$ cat src/design/dkc_pkg.sv
`timescale 1ns / 1ps
package dkc_pkg;

   localparam int WIN_DEPTH = 7;
   localparam int OUT_BITS  = 32;

   localparam logic [OUT_BITS-1:0] OUT_MAX = '1;

   localparam logic [7:0] CHAR_SPACE = 8'd32;
   localparam logic [7:0] CHAR_TAB   = 8'd9;
   localparam logic [7:0] CHAR_CR    = 8'd13;
   localparam logic [7:0] CHAR_COLON = 8'h3a;

   // Keywords, last character in the low byte
   localparam logic [23:0] KW_IF      = "if(";
   localparam logic [47:0] KW_WHILE   = "while(";
   localparam logic [31:0] KW_FOR     = "for(";
   localparam logic [7:0]  KW_QUEST   = "?";
   localparam logic [15:0] KW_AND     = "&&";
   localparam logic [15:0] KW_OR      = "||";
   localparam logic [31:0] KW_CASE    = "case";
   localparam logic [63:0] KW_DEFAULT = "default:";

   typedef struct packed {
      logic [7:0] char_code;
      logic       line_end;
      logic       text_end;
   } req_type;

   typedef struct packed {
      logic [OUT_BITS-1:0] complexity;
      logic [OUT_BITS-1:0] line_total;
   } rsp_type;

   typedef enum logic [1:0] {
      OP_CHAR = 2'd0,
      OP_LINE = 2'd1,
      OP_TEXT = 2'd2
   } op_type;

   typedef struct packed {
      op_type op;
      logic   dec_hit;
      logic   case_hit;
      logic   colon;
      logic   close_line;
   } cmd_type;

endpackage

$ cat src/design/dkc_front.sv
`timescale 1ns / 1ps
module dkc_front
   import dkc_pkg::*;
(
   input  logic    clock,
   input  logic    reset,
   input  logic    req_valid,
   input  req_type req_data,
   input  logic    q_full,
   output logic    req_stall,
   output logic    push,
   output cmd_type cmd
);

   logic [WIN_DEPTH-1:0][7:0] recent_ff, recent_in;
   logic [2:0]                holdoff_ff, holdoff_in;
   logic                      line_open_ff, line_open_in;

   logic [8*(WIN_DEPTH+1)-1:0] win;
   logic                       accept;
   logic                       is_space;
   logic                       is_colon;
   logic                       dec_hit;
   logic                       case_hit;

   assign req_stall = q_full;
   assign accept    = req_valid && !q_full;

   // distance 0 (current byte) sits in the low byte
   assign win = {recent_ff, req_data.char_code};

   assign is_space = (req_data.char_code == CHAR_SPACE) ||
                     ((req_data.char_code >= CHAR_TAB) && (req_data.char_code <= CHAR_CR));
   assign is_colon = (req_data.char_code == CHAR_COLON);

   // a keyword of length L may not start inside the previous match
   always_comb begin
      dec_hit = ((win[23:0] == KW_IF)      && (holdoff_ff <= 3'd5)) ||
                ((win[47:0] == KW_WHILE)   && (holdoff_ff <= 3'd2)) ||
                ((win[31:0] == KW_FOR)     && (holdoff_ff <= 3'd4)) ||
                (win[7:0] == KW_QUEST)                              ||
                ((win[15:0] == KW_AND)     && (holdoff_ff <= 3'd6)) ||
                ((win[15:0] == KW_OR)      && (holdoff_ff <= 3'd6)) ||
                ((win[63:0] == KW_DEFAULT) && (holdoff_ff == 3'd0));
      case_hit = (win[31:0] == KW_CASE) && (holdoff_ff <= 3'd4);
   end

   always_comb begin
      recent_in       = recent_ff;
      holdoff_in      = holdoff_ff;
      line_open_in    = line_open_ff;
      push            = 1'b0;
      cmd.op          = OP_CHAR;
      cmd.dec_hit     = dec_hit;
      cmd.case_hit    = case_hit;
      cmd.colon       = is_colon;
      cmd.close_line  = req_data.line_end || line_open_ff;
      if (accept) begin
         if (req_data.text_end || req_data.line_end) begin
            push         = 1'b1;
            cmd.op       = req_data.text_end ? OP_TEXT : OP_LINE;
            recent_in    = '0;
            holdoff_in   = '0;
            line_open_in = 1'b0;
         end else begin
            line_open_in = 1'b1;
            if (!is_space) begin
               recent_in = {recent_ff[WIN_DEPTH-2:0], req_data.char_code};
               if (dec_hit || case_hit) begin
                  holdoff_in = 3'd7;
               end else if (holdoff_ff != 3'd0) begin
                  holdoff_in = holdoff_ff - 3'd1;
               end
               // only transactions that touch the counters go to the back end
               push = dec_hit || case_hit || is_colon;
            end
         end
      end
   end

   always_ff @(posedge clock) begin
      if (reset) begin
         recent_ff    <= '0;
         holdoff_ff   <= '0;
         line_open_ff <= 1'b0;
      end else begin
         recent_ff    <= recent_in;
         holdoff_ff   <= holdoff_in;
         line_open_ff <= line_open_in;
      end
   end

endmodule

$ cat src/design/dkc_fifo.sv
`timescale 1ns / 1ps
module dkc_fifo
   import dkc_pkg::*;
#(
   parameter int DEPTH = 4
) (
   input  logic    clock,
   input  logic    reset,
   input  logic    push,
   input  cmd_type wr_data,
   input  logic    pop,
   output logic    full,
   output logic    not_empty,
   output cmd_type rd_data
);

   localparam int ADDR_BITS = (DEPTH > 1) ? $clog2(DEPTH) : 1;
   localparam int CNT_BITS  = $clog2(DEPTH + 1);

   cmd_type                 slot_ff [DEPTH];
   logic [ADDR_BITS-1:0]    wr_ptr_ff, wr_ptr_in;
   logic [ADDR_BITS-1:0]    rd_ptr_ff, rd_ptr_in;
   logic [CNT_BITS-1:0]     count_ff, count_in;
   logic                    do_push;
   logic                    do_pop;

   assign full      = (count_ff == CNT_BITS'(DEPTH));
   assign not_empty = (count_ff != '0);
   assign rd_data   = slot_ff[rd_ptr_ff];
   assign do_push   = push && !full;
   assign do_pop    = pop && not_empty;

   always_comb begin
      wr_ptr_in = wr_ptr_ff;
      rd_ptr_in = rd_ptr_ff;
      count_in  = count_ff;
      if (do_push) begin
         wr_ptr_in = (wr_ptr_ff == ADDR_BITS'(DEPTH - 1)) ? '0 : wr_ptr_ff + 1'b1;
      end
      if (do_pop) begin
         rd_ptr_in = (rd_ptr_ff == ADDR_BITS'(DEPTH - 1)) ? '0 : rd_ptr_ff + 1'b1;
      end
      if (do_push && !do_pop) begin
         count_in = count_ff + 1'b1;
      end else if (do_pop && !do_push) begin
         count_in = count_ff - 1'b1;
      end
   end

   always_ff @(posedge clock) begin
      if (do_push) begin
         slot_ff[wr_ptr_ff] <= wr_data;
      end
   end

   always_ff @(posedge clock) begin
      if (reset) begin
         wr_ptr_ff <= '0;
         rd_ptr_ff <= '0;
         count_ff  <= '0;
      end else begin
         wr_ptr_ff <= wr_ptr_in;
         rd_ptr_ff <= rd_ptr_in;
         count_ff  <= count_in;
      end
   end

endmodule

$ cat src/design/dkc_back.sv
`timescale 1ns / 1ps
module dkc_back
   import dkc_pkg::*;
#(
   parameter int COUNT_BITS   = 32,
   parameter int PENDING_BITS = 8
) (
   input  logic    clock,
   input  logic    reset,
   input  logic    cmd_valid,
   input  cmd_type cmd,
   output logic    pop,
   output logic    rsp_valid,
   input  logic    rsp_stall,
   output rsp_type rsp_data
);

   localparam int SUM_BITS = ((COUNT_BITS > PENDING_BITS) ? COUNT_BITS : PENDING_BITS) + 1;
   localparam int WIDE     = (COUNT_BITS > OUT_BITS) ? COUNT_BITS : OUT_BITS;
   localparam logic [COUNT_BITS-1:0]   COUNT_MAX   = '1;
   localparam logic [PENDING_BITS-1:0] PENDING_MAX = '1;

   logic [COUNT_BITS-1:0]   dec_ff, dec_in;
   logic [COUNT_BITS-1:0]   line_ff, line_in;
   logic [PENDING_BITS-1:0] pend_ff, pend_in;
   logic                    rsp_valid_ff, rsp_valid_in;
   rsp_type                 rsp_ff, rsp_in;

   logic [SUM_BITS-1:0]     dec_sum;
   logic [COUNT_BITS-1:0]   dec_inc;
   logic [COUNT_BITS-1:0]   line_inc;
   logic [COUNT_BITS-1:0]   line_final;
   logic [WIDE-1:0]         cx_wide;
   logic [WIDE-1:0]         ln_wide;
   logic                    out_free;

   assign out_free  = !rsp_valid_ff || !rsp_stall;
   assign pop       = cmd_valid && ((cmd.op != OP_TEXT) || out_free);
   assign rsp_valid = rsp_valid_ff;
   assign rsp_data  = rsp_ff;

   // hit and pending cases fold into one add; carry past the maximum saturates
   assign dec_sum = SUM_BITS'(dec_ff)
                  + (cmd.colon ? SUM_BITS'(pend_ff) : '0)
                  + SUM_BITS'(cmd.dec_hit);

   assign dec_inc    = (dec_ff == COUNT_MAX) ? dec_ff : dec_ff + 1'b1;
   assign line_inc   = (line_ff == COUNT_MAX) ? line_ff : line_ff + 1'b1;
   assign line_final = cmd.close_line ? line_inc : line_ff;
   assign cx_wide    = WIDE'(dec_inc);
   assign ln_wide    = WIDE'(line_final);

   always_comb begin
      dec_in       = dec_ff;
      line_in      = line_ff;
      pend_in      = pend_ff;
      rsp_in       = rsp_ff;
      rsp_valid_in = rsp_valid_ff && rsp_stall;
      if (pop) begin
         case (cmd.op)
            OP_CHAR: begin
               dec_in = (dec_sum > SUM_BITS'(COUNT_MAX)) ? COUNT_MAX
                                                         : COUNT_BITS'(dec_sum);
               if (cmd.colon) begin
                  pend_in = '0;
               end else if (cmd.case_hit && (pend_ff != PENDING_MAX)) begin
                  pend_in = pend_ff + 1'b1;
               end
            end
            OP_LINE: begin
               line_in = line_inc;
               pend_in = '0;
            end
            OP_TEXT: begin
               rsp_in.complexity = (cx_wide > WIDE'(OUT_MAX)) ? OUT_MAX
                                                              : OUT_BITS'(cx_wide);
               rsp_in.line_total = (ln_wide > WIDE'(OUT_MAX)) ? OUT_MAX
                                                              : OUT_BITS'(ln_wide);
               rsp_valid_in = 1'b1;
               dec_in       = '0;
               line_in      = '0;
               pend_in      = '0;
            end
            default: begin
               pend_in = pend_ff;
            end
         endcase
      end
   end

   always_ff @(posedge clock) begin
      rsp_ff <= rsp_in;
   end

   always_ff @(posedge clock) begin
      if (reset) begin
         dec_ff       <= '0;
         line_ff      <= '0;
         pend_ff      <= '0;
         rsp_valid_ff <= 1'b0;
      end else begin
         dec_ff       <= dec_in;
         line_ff      <= line_in;
         pend_ff      <= pend_in;
         rsp_valid_ff <= rsp_valid_in;
      end
   end

endmodule

$ cat src/design/decision_keyword_counter.sv
`timescale 1ns / 1ps
// Channel   Ports                           Payload
// request   req_valid, req_stall, req_data  char_code, line_end, text_end
// response  rsp_valid, rsp_stall, rsp_data  complexity, line_total
//
// One character transaction per cycle while req_stall is low; the keyword window
// compare and the command queue push happen in the cycle of acceptance.
// A text end accepted into an empty queue is registered in the queue, then in rsp_valid_ff.
// Synchronous active-high reset clears window, counters and queue.
// req_stall rises only when the command queue is full, which happens only
// while rsp_stall holds a finished result and a further text end waits behind it.
module decision_keyword_counter
   import dkc_pkg::*;
#(
   parameter int COUNT_BITS   = 32,
   parameter int PENDING_BITS = 8,
   parameter int QUEUE_DEPTH  = 4
) (
   input  logic    clock,
   input  logic    reset,
   input  logic    req_valid,
   output logic    req_stall,
   input  req_type req_data,
   output logic    rsp_valid,
   input  logic    rsp_stall,
   output rsp_type rsp_data
);

   logic    q_full;
   logic    q_push;
   logic    q_pop;
   logic    q_not_empty;
   cmd_type q_wr_data;
   cmd_type q_rd_data;

   dkc_front u_front (
      .clock     (clock),
      .reset     (reset),
      .req_valid (req_valid),
      .req_data  (req_data),
      .q_full    (q_full),
      .req_stall (req_stall),
      .push      (q_push),
      .cmd       (q_wr_data)
   );

   dkc_fifo #(
      .DEPTH (QUEUE_DEPTH)
   ) u_fifo (
      .clock     (clock),
      .reset     (reset),
      .push      (q_push),
      .wr_data   (q_wr_data),
      .pop       (q_pop),
      .full      (q_full),
      .not_empty (q_not_empty),
      .rd_data   (q_rd_data)
   );

   dkc_back #(
      .COUNT_BITS   (COUNT_BITS),
      .PENDING_BITS (PENDING_BITS)
   ) u_back (
      .clock     (clock),
      .reset     (reset),
      .cmd_valid (q_not_empty),
      .cmd       (q_rd_data),
      .pop       (q_pop),
      .rsp_valid (rsp_valid),
      .rsp_stall (rsp_stall),
      .rsp_data  (rsp_data)
   );

endmodule
$ cat config.mk
export PLATFORM = sky130hd
export DESIGN_NAME = decision_keyword_counter
export DESIGN_NICKNAME = d
export VERILOG_FILES = /design/src/design/dkc_pkg.sv /design/src/design/dkc_front.sv /design/src/design/dkc_fifo.sv /design/src/design/dkc_back.sv /design/src/design/decision_keyword_counter.sv
export SDC_FILE = /design/constraint.sdc
export NUM_CORES = 1
export LEC_CHECK = 0
export BUFFER_PORTS_ARGS = -buffer_cell sky130_fd_sc_hd__buf_2
export CORE_MARGIN = 3
export CORE_UTILIZATION = 63
export DETAILED_ROUTE_END_ITERATION = 16
export PLACE_DENSITY = 0.83
export SYNTH_ARGS = -nofsm -noshare
export SYNTH_HDL_FRONTEND = slang
export SYNTH_SLANG_ARGS = --single-unit
export TNS_END_PERCENT = 5
$ cat constraint.sdc
create_clock -name clock -period 8 [get_ports clock]
set_input_delay 0.8 -clock clock [delete_from_list [all_inputs] [get_ports clock]]
set_output_delay 0.8 -clock clock [all_outputs]
set_load 0.03 [all_outputs]
# After elaboration in Yosys (flattened, before gate mapping)
# Memory sizes are Yosys's and may differ from the RTL's. A register that Yosys moved wholly into a read port is not among the register bits.
# Index checks and enable logic that the tools add are counted.
# word_totals
in_bits	14
out_inout_bits	66
ram_bits	24
ff_bits	204
memories	1
# op_classes
reduce_logical	50
magnitude_cmp	9
mux	33
n_eq_ne	21
addsub	10
# memory_table
name	words	width	rd	rd_ports_with_merged_regs	write_ports	line_no	text
u_fifo.slot_ff	4	6	1	1	1	dkc_fifo.sv:20	cmd_type slot_ff [DEPTH];
# ops
operator	n
$mux W32	4
$pmux W32 S2	2
$mux W56	2
$add A32 B1 Y32 const B	2
$eq A32 B31 Y1 const B	2
$eq A32 B32 Y1 const B	2
$eq A64 B63 Y1 const B	1
$gt A32 B32 Y1 const B	2
$eq A48 B47 Y1 const B	1
$add A32 B33 Y33	1
$add A33 B1 Y33	1
$gt A33 B32 Y1 const B	1
$eq A24 B23 Y1 const B	1
$eq A8 B6 Y1 const B	3
$mux W8	3
$mux W3	6
$eq A16 B14 Y1 const B	1
$eq A16 B15 Y1 const B	1
$logic_and A1 B1 Y1	16
$pmux W8 S2	1
$mux W2	7
$logic_or A1 B1 Y1	13
$le A3 B3 Y1 const B	3
$reduce_bool A3 Y1	3
21 further kinds	44

# Longest topological paths before layout
# Gate-level depths: netlist (run 1).
# logic_depth
ltp_word	18
depth_mapped	14
mapped_depth_nobuf	14

# By module
# Synthesis (run 1) repeated with hierarchy kept, for this count alone.
# unflattened
cells_unflattened	1204
area_unflattened_um2	11652.4
# modules_own_cells
mod	n_inst	seq_area_each_um2	area_each_um2	cells_each
dkc_back	1	3383.2	7508.5	818
dkc_front	1	1201.2	2792.7	307
dkc_fifo	1	900.9	1351.3	79

# Worst setup path before layout (run 1)
# OpenSTA, ideal clock, no wires.
# synth_timing
kind	register to register
from	register (tool-made name)
to	register u_back.dec_ff[25]
setup_slack_ns	4.392
path_buffers	3
arrival_ns	3.491
path_stages_with_launch	14
synth_period_minus_slack_ns	3.608
required_ns	7.883
path_cell_list	dfxtp_1 -> buf_2 -> mux4_2 -> clkbuf_1 -> and2_1 -> fa_1 -> fa_1 -> a21o_1 -> a21oi_1 -> o21ai_0 -> nand4_1 -> buf_2 -> o21ai_0 -> a22o_1
# synth_rtl
item	line_no	text
end signal, assigned	dkc_back.sv:102	dec_ff <= dec_in;
end, declared	dkc_back.sv:23	logic [COUNT_BITS-1:0] dec_ff, dec_in;

==> flow_results.org, run 1 <==
** Clock network
- Clock root buffer :: sky130_fd_sc_hd__clkbuf_16
- In this run the number of H-tree levels came out at 1.
- Clock tree synthesis found a total of 230 sinks.
- TritonCTS built the clock tree.
- Clk pin slew, worst setup/hold paths :: 0.06 ns
- Total of hold buffers inserted after clock tree synthesis :: 0
- No sink is reached through more buffers than the 3 on the longest clock path.
- # resized after CTS :: 0
- The clock reaches the later pin of the worst-skew pair after 0.52 ns.
- Buffers inserted during clock tree synthesis total 24.
- Number of buffers inserted by post-CTS setup repair :: 0

** Drt
- The pre-antenna-repair detailed-routing pass consisted of 5 iterations.
- Remaining design rule violation count :: 0
- Dividing the detail-routed via count by the number of cells gives 6.400.
- After the first detailed-routing iteration, the DRC count stood at 973.
- Count of vias placed by the detailed router :: 9318
- Final ANT Viol Nets :: 0
- Wire per inst :: 17.78 microns
- Wirelength, routed :: 25890 microns

** Logic synthesis
- Sequential share of the synthesized area :: 48.23%
- Area share of the largest cell type after synthesis :: between 20% and 30%
- The number of nets in the synthesized netlist is 1214.
- After synthesis the netlist holds a flip-flop and latch count of 230.
- sky130_fd_sc_hd__dfxtp_1 is the most common cell in the netlist.
- A synthesized cell averages between 9 and 10 sq um.
- Proportion of synthesized flip-flops having asynchronous set or reset :: 0%
- Summing every instance area after synthesis gives 0.01137 sq mm.
- Sorting the synthesized cells by area gives the leading types as sky130_fd_sc_hd__dfxtp_1 (25%), sky130_fd_sc_hd__edfxtp_1 (23%), sky130_fd_sc_hd__nor2_1 (4.4%), sky130_fd_sc_hd__a22oi_1 (3.9%), sky130_fd_sc_hd__xnor2_1 (3.3%).
- In this run, synthesis inferred 88 flip-flops with an integrated enable.
- In the synthesized netlist the dominant register cell turns out to be sky130_fd_sc_hd__dfxtp_1.
- Most area-hungry cell type in the Yosys netlist :: sky130_fd_sc_hd__dfxtp_1
- Yosys printed 0 warnings.
- Counting distinct cell types in the post-synthesis netlist gives a little under 90.
- Gate count after technology mapping :: roughly 1200
- By count the netlist is led by sky130_fd_sc_hd__dfxtp_1 (142), sky130_fd_sc_hd__nor2_1 (132), sky130_fd_sc_hd__nand2_1 (90), sky130_fd_sc_hd__edfxtp_1 (88), sky130_fd_sc_hd__a21oi_1 (67).

** Global routing
- Global routing consumed, on the met2 layer, 39.97% of the routing resources.
- The first global-routing pass estimated 42600 microns of wire.
- The via count of the first global-routing pass came to 8576.
- Maximum number of pins on one net before global-route repair :: 104
- In this run the most used layer during global routing was met2.
- For this run the aggregate overflow at the end of global routing stands at 0.
- Initial antenna violation count :: 0
- Global routing consumed, on the met1 layer, 37.07% of the routing resources.
- Global-route usage over all layers :: 25.54%
- GR Util met3 :: 4.029%

** Timing
- Worst-Margin Slew :: 1.155 ns
- Final slew viol count :: 0
- The worst path needs 4.246 ns of the cycle, external delays included.
- Slew Limit Headroom :: 22.28%
- Final number of hold-violating endpoints :: 0
- Post-Route Skew :: 0.02252 ns
- On the final layout, the worst hold slack is 0.4816 ns.
- Setup violations remaining at the end of the flow were counted as 0.
- Based on the critical path, the design can be clocked at up to between 0.2 and 0.25 GHz.
- Setup repair after global routing left no endpoint under its margin.
- Final worst path period share :: 53.07%
- Adding up every negative setup slack in the final design gives 0 ns.

** Pwr
- P_leak :: 4.498 nW
- Power per Cell Area :: 282.6 mW/mm^2
- For this design the total switching power over the nets is 1.239 mW.
- Per report_power, the combinational group accounts for 27.6% of the total.
- The internal portion of the total power is about 2.3 mW.
- Largest voltage drop on the vdd net :: 0.2189 mV
- Sequential cells burn 41.1% of the power.
- Switching share of power :: 34.87%
- Per report_power, the clock group accounts for 31.3% of the total.
- Total Power Consumption :: 3.553 mW

** Setup path
- Worst Path Required :: 8.41 ns
- Of all nets on the critical path, the largest fanout is 18.
- STA classifies the critical path endpoint as a register.
- Data arrives at the worst endpoint at 4.66 ns.
- Critical path class :: reg2reg
- Critical path launch point type :: register

** Final layout
- Antenna cells :: 0
- Register area :: between 0.005 and 0.006 sq mm
- Cells with a size suffix above 1 make up a little over an eighth of the layout.
- Filler Cell Count :: roughly 1300
- After the last flow step, the layout net total stands at 1253.
- The area growth from synthesis to layout is 10.54%.
- Area of combinational cells with multiple inputs :: 0.005490 sq mm

** Floorplan
- Total I/O pin count :: 80
- Horizontal die dimension :: 140.4 microns
- For this configuration, the core starts out at a cell density of 65.08%.
- Area of the die :: just under 0.02 sq mm
- The initialized floorplan defines 48 standard-cell rows.
- Core region area :: 0.01748 sq mm
- Measured along the y axis, the die boundary spans approximately 140 microns.

** Outcome
- The flow ran to the end, and the final reports show no timing, DRC or antenna violations.

** Placement
- HPWL after detailed placement :: 17020 microns
- The congestion estimate from routability-driven global placement came to 0.9426.
- Quantity of I/O buffers inserted on ports :: 79

** Run
- Max-cap violations :: 0

** Min path
- Hold crit path type :: reg2reg
==> registers in the layout (all words and copies together) (netlist names), named ones only <==
register,cells
u_back.pend_ff,8
u_back.dec_ff,32
u_front.line_open_ff,1
u_fifo.wr_ptr_ff,2
u_back.line_ff,32
u_fifo.count_ff,3
u_front.holdoff_ff,3
u_back.rsp_valid,1
u_back.rsp_data,64
u_fifo.slot_ff,24
u_fifo.rd_ptr_ff,2
u_front.recent_ff,56
==> per-layer routing <==
| metal | part of all wire [%] | routed length (microns) | vias up |
|---|---|---|---|
| met1 | 43 | 11160 | 4445 |
| met2 | 46 | 11960 | 391 |
| met3 | 8.7 | 2244 | 55 |
| li1 | - | - | 4427 |
| met5 | 0 | 0 | - |
| met4 | 2.0 | 520 | 0 |
==> critical path, cell delays in order (launching register included) <==
cell                      delay [ns]
sky130_fd_sc_hd__dfxtp_1        0.55
sky130_fd_sc_hd__mux4_2         0.67
sky130_fd_sc_hd__and2_1         0.22
sky130_fd_sc_hd__fa_1           0.43
sky130_fd_sc_hd__fa_1           0.41
sky130_fd_sc_hd__a21o_1         0.19
sky130_fd_sc_hd__a21oi_1        0.29
sky130_fd_sc_hd__o21ai_0        0.21
sky130_fd_sc_hd__nand4_1        0.68
sky130_fd_sc_hd__o21ai_0        0.21
sky130_fd_sc_hd__a22o_1         0.27
==> stage by stage <==
step	setup slack (ns)	utilization, %	std cells	cell area, sq um
after CTS	3.764	71.94	1456	12570
after detailed placement	3.784	67.42	1413	11780
final	3.754	71.94	1456	12570
after global placement	3.933	67.42	1413	11780
after global routing	3.453	71.94	1456	12570
after floorplan	4.392	-	1175	11370
==> layout by cell type (no fill, tap or decap), drive strengths merged, types with 5 or more instances in the layout <==
cell    instances
dfxtp         142
nor2          132
nand2          91
edfxtp         88
buf            86
a21oi          67
a22oi          59
o21ai          55
nand4          45
xnor2          43
nand3          42
xor2           31
nor3           31
clkbuf         28
or3            22
ha             22
inv            20
and2           18
and3           16
a21o           14
nor4           14
a31oi          12
clkinv         11
nand2b         10
and4            9
nor4b           8
o311ai          7
a22o            7
or2             7
mux4            6
o21a            5
==> cells by family after synthesis <==
logic type                 after synthesis  synth area share, %
DFF                                    230                48.23
AOI/OAI and AO/OA                      265                15.26
xor gates and xnor gates                74                5.699
muxes                                   14                1.936
adders and majority gates               25                2.948
and+or+nand+nor                        474                22.39
buffers and inverters                   93                3.542
==> worst paths after layout <==
path                          from                end  slack [ns]  depth (start not counted)
hold reg to reg   u_back.rsp_valid   u_back.rsp_valid        0.48                          2
hold / removal    u_back.rsp_valid   u_back.rsp_valid        0.48                          2
setup reg to reg          register  u_back.dec_ff[18]        3.75                         10
setup / recovery          register  u_back.dec_ff[18]        3.75                         10
==> area by class of cell <==
class | count | share of cell area (%)
Multi-Input combinational cell | 852 | 43.67
Sequential cell | 230 | 43.63
Clock buffer | 28 | 5.066
Timing Repair Buffer | 86 | 3.583
Tap cell | 225 | 2.239
Clock inverter | 15 | 1.214
Inverter | 20 | 0.5971
==> power groups by stage <==
stage | registers [mW] | clock network (mW) | logic (mW)
finish | 1.46 | 1.11 | 0.981
floorplan | 1.71 | 0 | 0.484
global placement | 1.48 | 0 | 0.945
detailed placement | 1.49 | 0 | 0.968
CTS | 1.46 | 1.13 | 0.977
global route | 1.48 | 1.18 | 1.06
Power figures use the tool's default switching activity.
==> inputs of run 2 (changes only) <==
Settings changed: CORE_UTILIZATION 63 to 55, PLACE_DENSITY 0.83 to 0.77.
Clock period 8 ns to 3.55 ns, I/O delays scaled along.
==> run 2 against run 1 <==
- clock skew shrank 0.013 ns
- via count down 0.61%
- non-clock buffer count increased by 21
- count of clock-buffer cells in the layout rose by 5
- critical path type unchanged
- largest power group unchanged
- highest routed layer unchanged
==> flow_results.org, run 2 (synthesis results as in run 1) <==
** Outcome
- The run finished with clean final reports.

** Final layout
- The library cell used most frequently in the layout, excluding fill and tap cells, is sky130_fd_sc_hd__dfxtp_1.
- Compared with the post-synthesis result, the final layout area differs by 12.73%.
- The filler cell count is 1656 (+27%).
- Commonest cells after routing, fill and taps aside :: sky130_fd_sc_hd__dfxtp_1 (142), sky130_fd_sc_hd__nor2_1 (132), sky130_fd_sc_hd__nand2_1 (90)
- Fraction of layout instances using a drive strength above 1 :: 14.60% (+1.4 points)
- Area of combinational cells with multiple inputs :: 0.005494 sq mm (about the same)
- The area of all placed cells without fillers is 0.01282 sq mm (+2.0%).
- Final Non-Filler Cells :: 1518 (+4.3%)
- Register area :: 0.005485 sq mm (unchanged)
- The antenna cell count came to 0 (unchanged).
- Largest register FFs :: 64 (unchanged)
- The net count reported at finish came to 1274 (+1.7%).

** Setup path
- The worst setup path is of the reg2reg kind.
- Setup slack of the most critical reg-to-reg path :: 0.20 ns (-3.55 ns)
- The required time at the endpoint of the critical path came to 3.96 ns (-4.45 ns).
- The worst setup path is launched from a register.
- Data arrival time of the critical path :: 3.76 ns (-0.90 ns)
- The worst setup path is captured at a register.
- Crit path max fanout :: 10 (-8)

** Placement
- The number of buffer cells added on primary ports came to 79 (unchanged).
- The area after detailed placement was 0.01201 sq mm (+1.9%).
- The weighted congestion reported at the end of routability-driven placement was 0.9080 (-3.7%).
- Count of placed standard cells including taps :: 1474 (+4.3%)
- HPWL after detailed placement :: 17360 microns (+2.0%)

** Timing
- Final worst path period share :: 94.37% (+41 points)
- Final critical path time including I/O delays and setup :: 3.350 ns (-0.8956 ns)
- Setup total negative slack :: 0 ns (unchanged)
- Worst Hold Slack :: 0.1125 ns (-0.3691 ns)
- The number of pins with negative max-slew slack in the final report came to 0 (unchanged).
- Final number of hold-violating endpoints :: 0 (unchanged)
- Post-Route Skew :: 0.009106 ns (-0.01341 ns)
- Setup violations, final :: 0 (unchanged)
- Maximum operating frequency :: 0.2985 GHz (+27%)
- The slew at the pin closest to its max-slew limit came to 1.018 ns (-0.1376 ns).
- The worst slew margin relative to its limit was 31.99% (+9.7 points).
- RSZ-0062 raised after global routing :: no

** Floorplan
- The number of standard-cell rows in the floorplan is 51 (+6.3%).
- The x dimension of the die came to 149.8 microns (+6.7%).
- Area of the die :: 0.02244 sq mm (+14%)
- Core region area :: 0.01991 sq mm (+14%)
- Total I/O pin count :: 80 (unchanged)
- The initial cell density of the core was 57.13% (-8.0 points).
- The y dimension of the die came to 149.8 microns (+6.7%).

** Global routing
- Met2 track demand over resource :: 36.02% (-3.9 points)
- Most Crowded Layer GR :: met2
- The via count of the first global-routing pass came to 8613 (+0.43%).
- The initial antenna violation count came to 0 (unchanged).
- The largest net degree at the start of global routing is 64 (-38%).
- Global routing met1 resource utilization :: 33.06% (-4.0 points)
- Global-route wire length before repair :: 42930 microns (+0.78%)
- The routing usage on met3 is 3.452% (-0.58 points).
- The global router's overall resource usage is 22.90% (-2.6 points).
- GRT Residual Overflow :: 0 (unchanged)

** Drt
- Vias per std cell :: 6.101 (-4.7%)
- The final wirelength was 25910 microns (about the same).
- Count of routing violations after the opening detailed-route iteration :: 958 (-1.5%)
- The count of nets left with antenna violations after detail routing is 0 (unchanged).
- The number of search-and-repair iterations in the first detailed-routing pass is 5 (unchanged).
- The total via count in the routed design came to 9261 (-0.61%).
- Wire per inst :: 17.07 microns (-4.0%)
- Remaining design rule violation count :: 0 (unchanged)

** Pwr
- Combinational fraction of design power :: 28.5% (+0.9 points)
- Sequential share of power :: 40.0% (-1.1 points)
- The proportion of power drawn by the clock network is 31.5% (+0.2 points).
- Internal power :: 5.367 mW (+130%)
- Net Switching :: 2.803 mW (+130%)
- Largest voltage drop on the vdd net :: 0.6193 mV (+180%)
- The leakage power figure is 4.614 nW (+2.6%).
- Switching share of power :: 34.31% (-0.57 points)
- The power per cell area came to 637.2 mW/mm^2 (+130%).

** Clock network
- The total number of clock tree sinks is 230 (unchanged).
- The maximum buffer depth of the clock tree came to 3 (unchanged).
- Maximum level of the CTS H-tree :: 1 (unchanged)
- The root buffer cell chosen for the clock tree is sky130_fd_sc_hd__clkbuf_16.
- Total of hold buffers inserted after clock tree synthesis :: 0 (unchanged)
- The clock latency at the later pin of the worst-skew pair is 0.52 ns (about the same).
- TritonCTS built the clock tree.
- Number of buffers created by CTS :: 24 (unchanged)
- Clk pin slew, worst setup/hold paths :: 0.06 ns (about the same)

** Run
- The number of maximum-capacitance constraint violations came to 0 (unchanged).

** Min path
- Hold crit path type :: in2reg
==> run 2: changes by cell type in the layout (fill, tap and decap cells not counted), sizes merged <==
cell	change
buf	+21
clkbuf	+5
clkinv	-4
==> run 2: metal layers <==
| metal | part of all wire [%] | up-vias |
|---|---|---|
| met5 | 0 | - |
| met4 | 2.0 | 0 |
| met3 | 6.8 | 43 |
| met2 | 45 | 325 |
| met1 | 46 | 4425 |
| li1 | - | 4468 |
==> run 2: final timing paths <==
path	startpoint	end	depth (start not counted)
setup / recovery	register	u_back.dec_ff[26]	11
hold / removal	rsp_stall	u_back.rsp_valid	3
setup reg to reg	register	u_back.dec_ff[26]	11
hold reg to reg	u_front.line_open_ff	u_front.line_open_ff	2
==> run 2: power by group through the flow <==
stage / Clock [mW] / Combinational (mW) / Sequential [mW]
6_report: 2.57 / 2.33 / 3.27
5_1_grt: 2.74 / 2.52 / 3.30
4_1_cts: 2.61 / 2.33 / 3.27
3_5_place_dp: 0 / 2.30 / 3.33
3_3_place_gp: 0 / 2.27 / 3.32
2_1_floorplan: 0 / 1.09 / 3.85
==> run 2: per-stage QoR <==
stage,power [mW],utilization (%),setup slack [ns]
global route,8.562,64.40,0.01452
global placement,5.585,60.31,0.2986
floorplan,4.941,-,0.01528
CTS,8.213,64.40,0.2065
finish,8.170,64.40,0.1998
detailed placement,5.627,60.31,0.2292
==> run 2: timing repair <==
action / CTS / global route
gates resized for setup: 0 / 2
buffers inserted: 0 / 0
endpoints found under the setup margin: 0 / 6
hold endpoints to repair: 0 / 0
==> run 2: critical path, cell delays in order, from the launching register on <==
cell and delay, ns:
sky130_fd_sc_hd__dfxtp_1 0.36, sky130_fd_sc_hd__mux4_2 0.51, sky130_fd_sc_hd__buf_4 0.18, sky130_fd_sc_hd__and2_1 0.16, sky130_fd_sc_hd__ha_1 0.35, sky130_fd_sc_hd__o21a_1 0.13
sky130_fd_sc_hd__o21ai_0 0.11, sky130_fd_sc_hd__nor2b_1 0.19, sky130_fd_sc_hd__nor4_1 0.70, sky130_fd_sc_hd__nand2_1 0.17, sky130_fd_sc_hd__a21o_1 0.22, sky130_fd_sc_hd__a22o_1 0.17
==> run 2: layout make-up <==
class | instances | area share, %
Multi-Input combinational cell | 852 | 42.85
Sequential cell | 230 | 42.78
Clock buffer | 33 | 5.348
Timing Repair Buffer | 107 | 4.840
Tap cell | 265 | 2.586
Clock inverter | 11 | 1.005
Inverter | 20 | 0.5855
